$ cat config.mk
export PLATFORM = sky130hd
export DESIGN_NAME = i2c_register_access_sequencer
export DESIGN_NICKNAME = d
export VERILOG_FILES = /design/src/rtl/i2c_ras_pkg.sv /design/src/rtl/i2c_register_access_sequencer.sv /design/src/rtl/i2c_ras_store.sv /design/src/rtl/i2c_ras_ctrl.sv
export SDC_FILE = /design/constraint.sdc
export NUM_CORES = 2
export LEC_CHECK = 0
export CORE_MARGIN = 5
export CORE_UTILIZATION = 57
export DETAILED_ROUTE_END_ITERATION = 8
export DONT_BUFFER_PORTS = 1
export PLACE_DENSITY = 0.72
export SLEW_MARGIN = 20
export SYNTH_ARGS = -nofsm -noshare
export SYNTH_HDL_FRONTEND = slang
export SYNTH_SLANG_ARGS = --single-unit
export TNS_END_PERCENT = 10
$ cat constraint.sdc
create_clock -name i_clk -period 4.46 [get_ports i_clk]
set_clock_uncertainty 0.2 [all_clocks]
set_input_delay 0.223 -clock i_clk [delete_from_list [all_inputs] [get_ports i_clk]]
set_output_delay 0.223 -clock i_clk [all_outputs]
set_load 0.03 [all_outputs]
$ cat src/rtl/i2c_ras_pkg.sv
package i2c_ras_pkg;

    // Command codes carried by the cmd field of an input item.
    localparam logic [1:0] CMD_START_WRITE = 2'd0;
    localparam logic [1:0] CMD_START_READ  = 2'd1;
    localparam logic [1:0] CMD_LOAD_BYTE   = 2'd2;
    localparam logic [1:0] CMD_BUS_EVENT   = 2'd3;

    // One input item as held in the input register.
    typedef struct packed {
        logic [1:0] cmd;
        logic [7:0] dev_addr;
        logic [7:0] reg_addr;
        logic [7:0] length;
        logic [7:0] load_index;
        logic [7:0] load_byte;
        logic       flag_start_sent;
        logic       flag_addr_acked;
        logic       flag_tx_empty;
        logic       flag_rx_full;
        logic [7:0] rx_byte;
    } t_item;

    // One result item.
    typedef struct packed {
        logic       gen_start;
        logic       gen_stop;
        logic       send_valid;
        logic [7:0] send_data;
        logic       clear_addr;
        logic       nack_next;
        logic       rx_valid;
        logic [7:0] rx_data;
        logic       write_done;
        logic       read_done;
        logic       busy_res;
    } t_result;

    // Write store access: one write and the read address for the next cycle.
    typedef struct packed {
        logic       we;
        logic [7:0] waddr;
        logic [7:0] wdata;
        logic [7:0] raddr;
    } t_store_req;

endpackage

$ cat src/rtl/i2c_register_access_sequencer.sv
// I2C register access sequencer. Each command (start write, start read, load
// write byte) or bus event item gives exactly one result item describing the
// bus action to take: START/STOP, a byte to send, address flag clear, NACK
// arming, a delivered read byte, done pulses and the busy state. One item is
// accepted every clock cycle while results are taken; an item passes an input
// register and then a result register, and its result can be taken once it is
// presented with o_valid, while i_stall is low. The write store is a
// STORE_DEPTH x 8 memory with a registered read port that always presents the
// slot under the store pointer, with write-through for a load to that same
// slot. The store needs no clearing after reset; write every slot a transfer
// will send before starting it.
module i2c_register_access_sequencer import i2c_ras_pkg::*; #(
    parameter int STORE_DEPTH = 256
) (
    input  logic       i_clk,
    input  logic       i_rst_n,
    input  logic       i_valid,
    output logic       o_stall,
    input  logic [1:0] i_cmd,
    input  logic [7:0] i_dev_addr,
    input  logic [7:0] i_reg_addr,
    input  logic [7:0] i_length,
    input  logic [7:0] i_load_index,
    input  logic [7:0] i_load_byte,
    input  logic       i_flag_start_sent,
    input  logic       i_flag_addr_acked,
    input  logic       i_flag_tx_empty,
    input  logic       i_flag_rx_full,
    input  logic [7:0] i_rx_byte,
    output logic       o_valid,
    input  logic       i_stall,
    output logic       o_gen_start,
    output logic       o_gen_stop,
    output logic       o_send_valid,
    output logic [7:0] o_send_data,
    output logic       o_clear_addr,
    output logic       o_nack_next,
    output logic       o_rx_valid,
    output logic [7:0] o_rx_data,
    output logic       o_write_done,
    output logic       o_read_done,
    output logic       o_busy_res
);

    logic       r_in_valid;
    t_item      r_item;
    logic       r_out_valid;
    t_result    r_result;
    logic       w_advance;
    logic       w_fire;
    t_result    w_result;
    t_store_req w_store_req;
    logic [7:0] w_rd_data;

    // The processing stage moves when the result register is free or drains.
    assign w_advance = !r_out_valid || !i_stall;
    assign w_fire    = r_in_valid && w_advance;
    assign o_stall   = r_in_valid && !w_advance;

    // Input register.
    always_ff @(posedge i_clk) begin
        if (!i_rst_n) begin
            r_in_valid <= 1'b0;
        end else if (!o_stall) begin
            r_in_valid <= i_valid;
        end
    end

    always_ff @(posedge i_clk) begin
        if (!o_stall && i_valid) begin
            r_item.cmd             <= i_cmd;
            r_item.dev_addr        <= i_dev_addr;
            r_item.reg_addr        <= i_reg_addr;
            r_item.length          <= i_length;
            r_item.load_index      <= i_load_index;
            r_item.load_byte       <= i_load_byte;
            r_item.flag_start_sent <= i_flag_start_sent;
            r_item.flag_addr_acked <= i_flag_addr_acked;
            r_item.flag_tx_empty   <= i_flag_tx_empty;
            r_item.flag_rx_full    <= i_flag_rx_full;
            r_item.rx_byte         <= i_rx_byte;
        end
    end

    i2c_ras_ctrl #(
        .STORE_DEPTH (STORE_DEPTH)
    ) u_ctrl (
        .i_clk       (i_clk),
        .i_rst_n     (i_rst_n),
        .i_fire      (w_fire),
        .i_item      (r_item),
        .i_rd_data   (w_rd_data),
        .o_result    (w_result),
        .o_store_req (w_store_req)
    );

    i2c_ras_store #(
        .STORE_DEPTH (STORE_DEPTH)
    ) u_store (
        .i_clk     (i_clk),
        .i_req     (w_store_req),
        .o_rd_data (w_rd_data)
    );

    // Result register.
    always_ff @(posedge i_clk) begin
        if (!i_rst_n) begin
            r_out_valid <= 1'b0;
        end else if (w_advance) begin
            r_out_valid <= r_in_valid;
        end
    end

    always_ff @(posedge i_clk) begin
        if (w_fire) begin
            r_result <= w_result;
        end
    end

    assign o_valid      = r_out_valid;
    assign o_gen_start  = r_result.gen_start;
    assign o_gen_stop   = r_result.gen_stop;
    assign o_send_valid = r_result.send_valid;
    assign o_send_data  = r_result.send_data;
    assign o_clear_addr = r_result.clear_addr;
    assign o_nack_next  = r_result.nack_next;
    assign o_rx_valid   = r_result.rx_valid;
    assign o_rx_data    = r_result.rx_data;
    assign o_write_done = r_result.write_done;
    assign o_read_done  = r_result.read_done;
    assign o_busy_res   = r_result.busy_res;

endmodule

$ cat src/rtl/i2c_ras_store.sv
module i2c_ras_store import i2c_ras_pkg::*; #(
    parameter int STORE_DEPTH = 256
) (
    input  logic       i_clk,
    input  t_store_req i_req,
    output logic [7:0] o_rd_data
);

    localparam int AW = (STORE_DEPTH > 1) ? $clog2(STORE_DEPTH) : 1;

    logic [7:0]    r_mem [STORE_DEPTH];
    logic [7:0]    r_rd_data;
    logic [AW-1:0] w_waddr;
    logic [AW-1:0] w_raddr;

    assign w_waddr = i_req.waddr[AW-1:0];
    assign w_raddr = i_req.raddr[AW-1:0];

    // Write port.
    always_ff @(posedge i_clk) begin
        if (i_req.we) begin
            r_mem[w_waddr] <= i_req.wdata;
        end
    end

    // Registered read with write-through, so the data always matches the
    // slot that the store pointer selects in the current cycle.
    always_ff @(posedge i_clk) begin
        if (i_req.we && (w_waddr == w_raddr)) begin
            r_rd_data <= i_req.wdata;
        end else begin
            r_rd_data <= r_mem[w_raddr];
        end
    end

    assign o_rd_data = r_rd_data;

endmodule

$ cat src/rtl/i2c_ras_ctrl.sv
module i2c_ras_ctrl import i2c_ras_pkg::*; #(
    parameter int STORE_DEPTH = 256
) (
    input  logic       i_clk,
    input  logic       i_rst_n,
    input  logic       i_fire,
    input  t_item      i_item,
    input  logic [7:0] i_rd_data,
    output t_result    o_result,
    output t_store_req o_store_req
);

    localparam int AW = (STORE_DEPTH > 1) ? $clog2(STORE_DEPTH) : 1;

    localparam logic [2:0] PH_IDLE      = 3'd0;
    localparam logic [2:0] PH_SEND_DEV  = 3'd1;
    localparam logic [2:0] PH_SEND_REG  = 3'd2;
    localparam logic [2:0] PH_AFTER_REG = 3'd3;
    localparam logic [2:0] PH_SEND_DEVR = 3'd4;
    localparam logic [2:0] PH_RD_ADDR   = 3'd5;
    localparam logic [2:0] PH_RD_DATA   = 3'd6;

    logic [2:0]    r_phase,        n_phase;
    logic          r_is_read,      n_is_read;
    logic [7:0]    r_device_byte,  n_device_byte;
    logic [7:0]    r_register_ptr, n_register_ptr;
    logic [7:0]    r_bytes_left,   n_bytes_left;
    logic [7:0]    r_store_ptr,    n_store_ptr;
    logic [AW-1:0] r_store_idx,    n_store_idx;
    logic          r_active,       n_active;

    logic [7:0]    w_left_dec;
    logic          w_load_ok;
    logic [AW-1:0] w_idx_inc;

    assign w_left_dec = r_bytes_left - 8'd1;
    assign w_load_ok  = ({1'b0, i_item.load_index} < 9'(STORE_DEPTH));

    // Next store slot: the pointer wraps at 256 and the slot
    // wraps at the store depth.
    always_comb begin
        if (r_store_ptr == 8'hFF) begin
            w_idx_inc = '0;
        end else if (r_store_idx == AW'(STORE_DEPTH - 1)) begin
            w_idx_inc = '0;
        end else begin
            w_idx_inc = r_store_idx + AW'(1);
        end
    end

    // Sequencer: one action for each command or bus event.
    always_comb begin
        n_phase        = r_phase;
        n_is_read      = r_is_read;
        n_device_byte  = r_device_byte;
        n_register_ptr = r_register_ptr;
        n_bytes_left   = r_bytes_left;
        n_store_ptr    = r_store_ptr;
        n_store_idx    = r_store_idx;
        n_active       = r_active;
        o_result       = '0;
        o_store_req.we    = 1'b0;
        o_store_req.waddr = i_item.load_index;
        o_store_req.wdata = i_item.load_byte;

        case (i_item.cmd)
            CMD_START_WRITE, CMD_START_READ: begin
                n_device_byte      = i_item.dev_addr;
                n_register_ptr     = i_item.reg_addr;
                n_bytes_left       = i_item.length;
                n_store_ptr        = 8'd0;
                n_store_idx        = '0;
                n_is_read          = (i_item.cmd == CMD_START_READ);
                n_phase            = PH_SEND_DEV;
                n_active           = 1'b1;
                o_result.gen_start = 1'b1;
            end
            CMD_LOAD_BYTE: begin
                o_store_req.we = w_load_ok;
            end
            default: begin
                if (r_active) begin
                    case (r_phase)
                        PH_SEND_DEV: begin
                            if (i_item.flag_start_sent) begin
                                o_result.send_valid = 1'b1;
                                o_result.send_data  = r_device_byte;
                                n_phase             = PH_SEND_REG;
                            end
                        end
                        PH_SEND_REG: begin
                            if (i_item.flag_addr_acked) begin
                                o_result.clear_addr = 1'b1;
                                o_result.send_valid = 1'b1;
                                o_result.send_data  = r_register_ptr;
                                n_phase             = PH_AFTER_REG;
                            end
                        end
                        PH_AFTER_REG: begin
                            if (i_item.flag_tx_empty) begin
                                if (r_is_read) begin
                                    o_result.gen_start = 1'b1;
                                    n_phase            = PH_SEND_DEVR;
                                end else if (r_bytes_left != 8'd0) begin
                                    o_result.send_valid = 1'b1;
                                    o_result.send_data  = i_rd_data;
                                    n_store_ptr         = r_store_ptr + 8'd1;
                                    n_store_idx         = w_idx_inc;
                                    n_bytes_left        = w_left_dec;
                                    // More bytes: restart at the next register.
                                    if (w_left_dec != 8'd0) begin
                                        n_register_ptr     = r_register_ptr + 8'd1;
                                        n_phase            = PH_SEND_DEV;
                                        o_result.gen_start = 1'b1;
                                    end
                                end else begin
                                    o_result.write_done = 1'b1;
                                    o_result.gen_stop   = 1'b1;
                                    n_phase             = PH_IDLE;
                                    n_active            = 1'b0;
                                end
                            end
                        end
                        PH_SEND_DEVR: begin
                            if (i_item.flag_start_sent) begin
                                o_result.send_valid = 1'b1;
                                o_result.send_data  = r_device_byte | 8'h01;
                                n_phase             = PH_RD_ADDR;
                            end
                        end
                        PH_RD_ADDR: begin
                            if (i_item.flag_addr_acked) begin
                                o_result.clear_addr = 1'b1;
                                n_phase             = PH_RD_DATA;
                            end
                        end
                        PH_RD_DATA: begin
                            if (i_item.flag_rx_full) begin
                                o_result.nack_next = (r_bytes_left == 8'd1);
                                if (r_bytes_left != 8'd0) begin
                                    o_result.rx_valid = 1'b1;
                                    o_result.rx_data  = i_item.rx_byte;
                                    n_bytes_left      = w_left_dec;
                                end
                                // Finish on the last byte, and at once for an
                                // empty read.
                                if (r_bytes_left == 8'd0 || w_left_dec == 8'd0) begin
                                    o_result.read_done = 1'b1;
                                    o_result.gen_stop  = 1'b1;
                                    n_phase            = PH_IDLE;
                                    n_active           = 1'b0;
                                end else begin
                                    n_register_ptr     = r_register_ptr + 8'd1;
                                    n_phase            = PH_SEND_DEV;
                                    o_result.gen_start = 1'b1;
                                end
                            end
                        end
                        default: begin
                            n_phase  = PH_IDLE;
                            n_active = 1'b0;
                        end
                    endcase
                end
            end
        endcase

        o_result.busy_res = n_active;

        // Nothing changes unless an item is processed in this cycle.
        if (!i_fire) begin
            n_phase        = r_phase;
            n_is_read      = r_is_read;
            n_device_byte  = r_device_byte;
            n_register_ptr = r_register_ptr;
            n_bytes_left   = r_bytes_left;
            n_store_ptr    = r_store_ptr;
            n_store_idx    = r_store_idx;
            n_active       = r_active;
            o_store_req.we = 1'b0;
        end

        o_store_req.raddr = 8'(n_store_idx);
    end

    // Transfer state.
    always_ff @(posedge i_clk) begin
        if (!i_rst_n) begin
            r_phase        <= PH_IDLE;
            r_is_read      <= 1'b0;
            r_device_byte  <= 8'd0;
            r_register_ptr <= 8'd0;
            r_bytes_left   <= 8'd0;
            r_store_ptr    <= 8'd0;
            r_store_idx    <= '0;
            r_active       <= 1'b0;
        end else begin
            r_phase        <= n_phase;
            r_is_read      <= n_is_read;
            r_device_byte  <= n_device_byte;
            r_register_ptr <= n_register_ptr;
            r_bytes_left   <= n_bytes_left;
            r_store_ptr    <= n_store_ptr;
            r_store_idx    <= n_store_idx;
            r_active       <= n_active;
        end
    end

endmodule

==> results.rst <==
.. list-table::
   :header-rows: 1

   * - Metric
     - Value
   * - Die Area
     - 156000 sq um
   * - Final Hold Fails
     - 0
   * - Post-synth EDFFs
     - 2127
   * - Min cycle time layout
     - 4480 ps
   * - Worst voltage drop across the vdd grid
     - 387 uV
   * - Area of the core
     - 148000 sq um
   * - Post-synth ARST share
     - 0%
   * - Max clock buf depth
     - 3
   * - Power density normalized to cell area
     - 423 nW/um^2
   * - Number of max-capacitance violations reported
     - 0
   * - Vias per std cell
     - 6.75
   * - Nets
     - 4364
   * - Fin area
     - 95600 sq um
   * - Routed WL
     - 212000 um
   * - Violations in the final reports
     - setup timing
   * - Cell area after synthesis
     - 84700 sq um
   * - Synth Area per Inst
     - 21.1 sq um
   * - Hold-fix buffers, CTS
     - 113
   * - Initial Util
     - 57.3%
   * - GP Congestion
     - 0.876
   * - Hold/Removal Path Class
     - in2reg
   * - X dimension of the die
     - 395 um
   * - Met3 Use GR
     - 6.80%
   * - Count of placed standard cells including taps
     - 5899
   * - Required time at the endpoint of the critical path
     - 4950 ps
   * - Tightest slew margin relative to the limit
     - 17.2%
   * - Antenna violations before repair
     - 8
   * - Most heavily used metal layer in global routing
     - met2
   * - First-pass GRT wire length
     - 307000 um
   * - Yosys top cell area share
     - 75.4%
   * - Syn nets
     - 4088
   * - Library cells used by synthesis
     - 66
   * - Maximum net fanout on the critical path
     - 27
   * - Top area cells in the synthesized netlist
     - sky130_fd_sc_hd__edfxtp_1, sky130_fd_sc_hd__mux4_2, sky130_fd_sc_hd__nor2_1, sky130_fd_sc_hd__dfxtp_1, sky130_fd_sc_hd__a22oi_1
   * - DRC violation total after the first TritonRoute iteration
     - 5593
   * - Post-place instance area
     - 87800 sq um
   * - Cell count after synthesis
     - 4019
   * - Startpoint class of the critical path
     - flip-flop
   * - Met1 usage in global routing
     - 38.4%
   * - Leakage power
     - 29.0 nW
   * - Largest area contributor in the netlist
     - sky130_fd_sc_hd__edfxtp_1
   * - Total global routing track utilization
     - 27.2%
   * - Placed wire-length estimate
     - 127000 um
   * - Drt drc
     - 0
   * - Critical path capture point type
     - flip-flop
   * - Count leader, synth
     - sky130_fd_sc_hd__edfxtp_1
   * - Prevailing post-synth register cell
     - sky130_fd_sc_hd__edfxtp_1
   * - Clock slew seen by the registers of the worst setup and hold paths
     - 60 ps
   * - Area Overhead vs Synth
     - 12.9%
   * - Latest clock arrival within the worst-skew pair
     - 830 ps
   * - Rows
     - 141
   * - Data arrival time of the critical path
     - 4970 ps
   * - Count of buffers added by post-CTS timing repair for setup
     - 0
   * - CTS Root Buffer Type
     - sky130_fd_sc_hd__clkbuf_16
   * - Number of buffers created by CTS
     - 209
   * - Share of the clock period used by the worst path
     - 100%
   * - Global route total overflow
     - 0
   * - Number of clock sinks seen by CTS
     - 2182
   * - Finished Layout Cells
     - 6408
   * - Global routing met2 resource utilization
     - 42.0%
   * - Number of max-slew violations in the final report
     - 0
   * - Post-synth top cells
     - sky130_fd_sc_hd__edfxtp_1, sky130_fd_sc_hd__mux4_2, sky130_fd_sc_hd__nor2_1
   * - Initial DRT Pass Iterations
     - 8
   * - Result of the run
     - complete, but fails checks
   * - # IOs
     - 85
   * - Register bit count reported by yosys
     - 2182
   * - Maximum frequency from static timing analysis
     - 223 MHz
   * - Unrepaired setup endpoints after global routing
     - no
   * - Slew of the pin with the lowest slew margin
     - 1230 ps
   * - Sequential area share after synthesis
     - 76.7%
   * - H-Tree Level Count
     - 4
   * - Residual antenna-violating net count after detailed routing
     - 0
   * - Number of warnings issued by yosys
     - 0
   * - Via count of the first global-routing pass
     - 43100
   * - Post-cts resize count
     - 0
   * - Number of vias after detailed routing
     - 43200
   * - Worst Setup Path Type
     - reg2reg
   * - Layout cell share with drive strength beyond 1
     - 24.0%
   * - Final Worst Setup Slack
     - -21.2 ps
   * - CTS tree
     - built
   * - Final-layout fill cell count
     - 9359
   * - Number of failing setup endpoints in the final timing report
     - 1
   * - Overall die height
     - 395 um
   * - Wire length per cell
     - 33.1 um
   * - Port bufs
     - 0
   * - Largest net degree at the start of global routing
     - 226
==> worst max-delay path, stage by stage (launching register included) <==
cell and delay [ps]:
sky130_fd_sc_hd__dfxtp_4 790, sky130_fd_sc_hd__buf_12 280, sky130_fd_sc_hd__buf_4 230, sky130_fd_sc_hd__buf_4 220, sky130_fd_sc_hd__nand2_1 460, sky130_fd_sc_hd__o221ai_1 600
sky130_fd_sc_hd__o22ai_1 150, sky130_fd_sc_hd__o21ai_0 520, sky130_fd_sc_hd__o22ai_1 190, sky130_fd_sc_hd__a21oi_1 370, sky130_fd_sc_hd__a41o_1 230
==> flip-flops by register name, summed over array words and instances (netlist names), named ones only <==
signal,count
u_store.r_mem,2048
r_item,54
o_rx_data,8
o_send_data,8
u_ctrl.r_bytes_left,8
u_ctrl.r_device_byte,8
u_ctrl.r_register_ptr,8
u_ctrl.r_store_idx,8
u_ctrl.r_store_ptr,8
u_ctrl.r_phase,3
o_busy_res,1
o_clear_addr,1
o_gen_start,1
o_gen_stop,1
o_nack_next,1
o_read_done,1
o_rx_valid,1
o_send_valid,1
o_valid,1
o_write_done,1
r_in_valid,1
u_ctrl.r_active,1
u_ctrl.r_is_read,1
==> final cells by class <==
type                    instances  area (sq um)  area share, %
flip-flops and latches       2182         65000           68.0
multi-input cells            1601         18500           19.4
clock buffers                 252          5450           5.70
repair buffers                285          2940           3.07
well taps                    1930          2410           2.53
clock inverters               139          1230           1.28
inverters                      16          65.1         0.0680
diodes                          3          7.51        0.00785
==> placed cells by master, fill, tap and decap left out, types with 39 or more instances in the layout <==
cell type / count
sky130_fd_sc_hd__edfxtp_1: 2127
sky130_fd_sc_hd__mux4_2: 568
sky130_fd_sc_hd__nor2_1: 338
sky130_fd_sc_hd__clkbuf_16: 209
sky130_fd_sc_hd__buf_4: 132
sky130_fd_sc_hd__nand2_1: 131
sky130_fd_sc_hd__dlygate4sd3_1: 113
sky130_fd_sc_hd__a21oi_1: 73
sky130_fd_sc_hd__a22oi_1: 73
sky130_fd_sc_hd__clkinv_1: 54
sky130_fd_sc_hd__dfxtp_1: 50
sky130_fd_sc_hd__clkinv_2: 43
sky130_fd_sc_hd__mux2i_1: 39
==> where the power goes <==
group	total, mW	switching (mW)	internal, mW	leakage [nW]
combinational	0.618	0.478	0.140	6.13
clock	17.3	7.61	9.66	3.26
sequential	22.6	0.0653	22.5	19.6
==> routing by layer <==
metal  share of wire [%]  vias up  routed length (um)
met5               0.021        -                  44
met4                 4.2        6                9020
met3                  12      487               25100
met2                  47     2834              100000
met1                  37    22600               78200
li1                    -    17300                   -
==> cells by family (layout without fill, tap and decap cells) <==
| kind of cell | count (synthesis) | after routing | share of synthesized area (%) |
|---|---|---|---|
| multiplexers | 615 | 615 | 15.7 |
| other | 0 | 3 | 0 |
| AO/OA/AOI/OAI | 337 | 337 | 2.73 |
| flip-flops | 2182 | 2182 | 76.7 |
| AND/OR/NAND/NOR | 631 | 631 | 3.21 |
| XOR/XNOR | 7 | 7 | 0.0724 |
| buffers and inverters | 236 | 692 | 1.41 |
| adder cells (fa/ha/maj) | 11 | 11 | 0.163 |
==> path summary, 6_finish.rpt <==
kind	slack [ps]	endpoint	from	cells past startpoint
setup reg to reg	-20	o_send_data[2]	flip-flop	10
hold / removal	180	r_item[51]	i_valid	2
hold reg to reg	270	u_ctrl.r_device_byte[7]	u_ctrl.r_device_byte[7]	2
setup / recovery	-20	o_send_data[2]	flip-flop	10
==> stage by stage <==
step | power [mW] | util [%] | setup slack, ps | setup TNS [ps] | hold WS (ps)
after global placement | 23.5 | 59.4 | 358 | 0 | 122
final | 40.5 | 64.8 | -21.2 | -21.2 | 178
after CTS | 40.6 | 64.7 | 327 | 0 | 143
after detailed placement | 23.6 | 59.4 | 380 | 0 | 122
after floorplan | 23.3 | - | 214 | 0 | 122
after global routing | 41.6 | 64.8 | 131 | 0 | 167
Note: power is estimated with default switching activity, not from simulation.
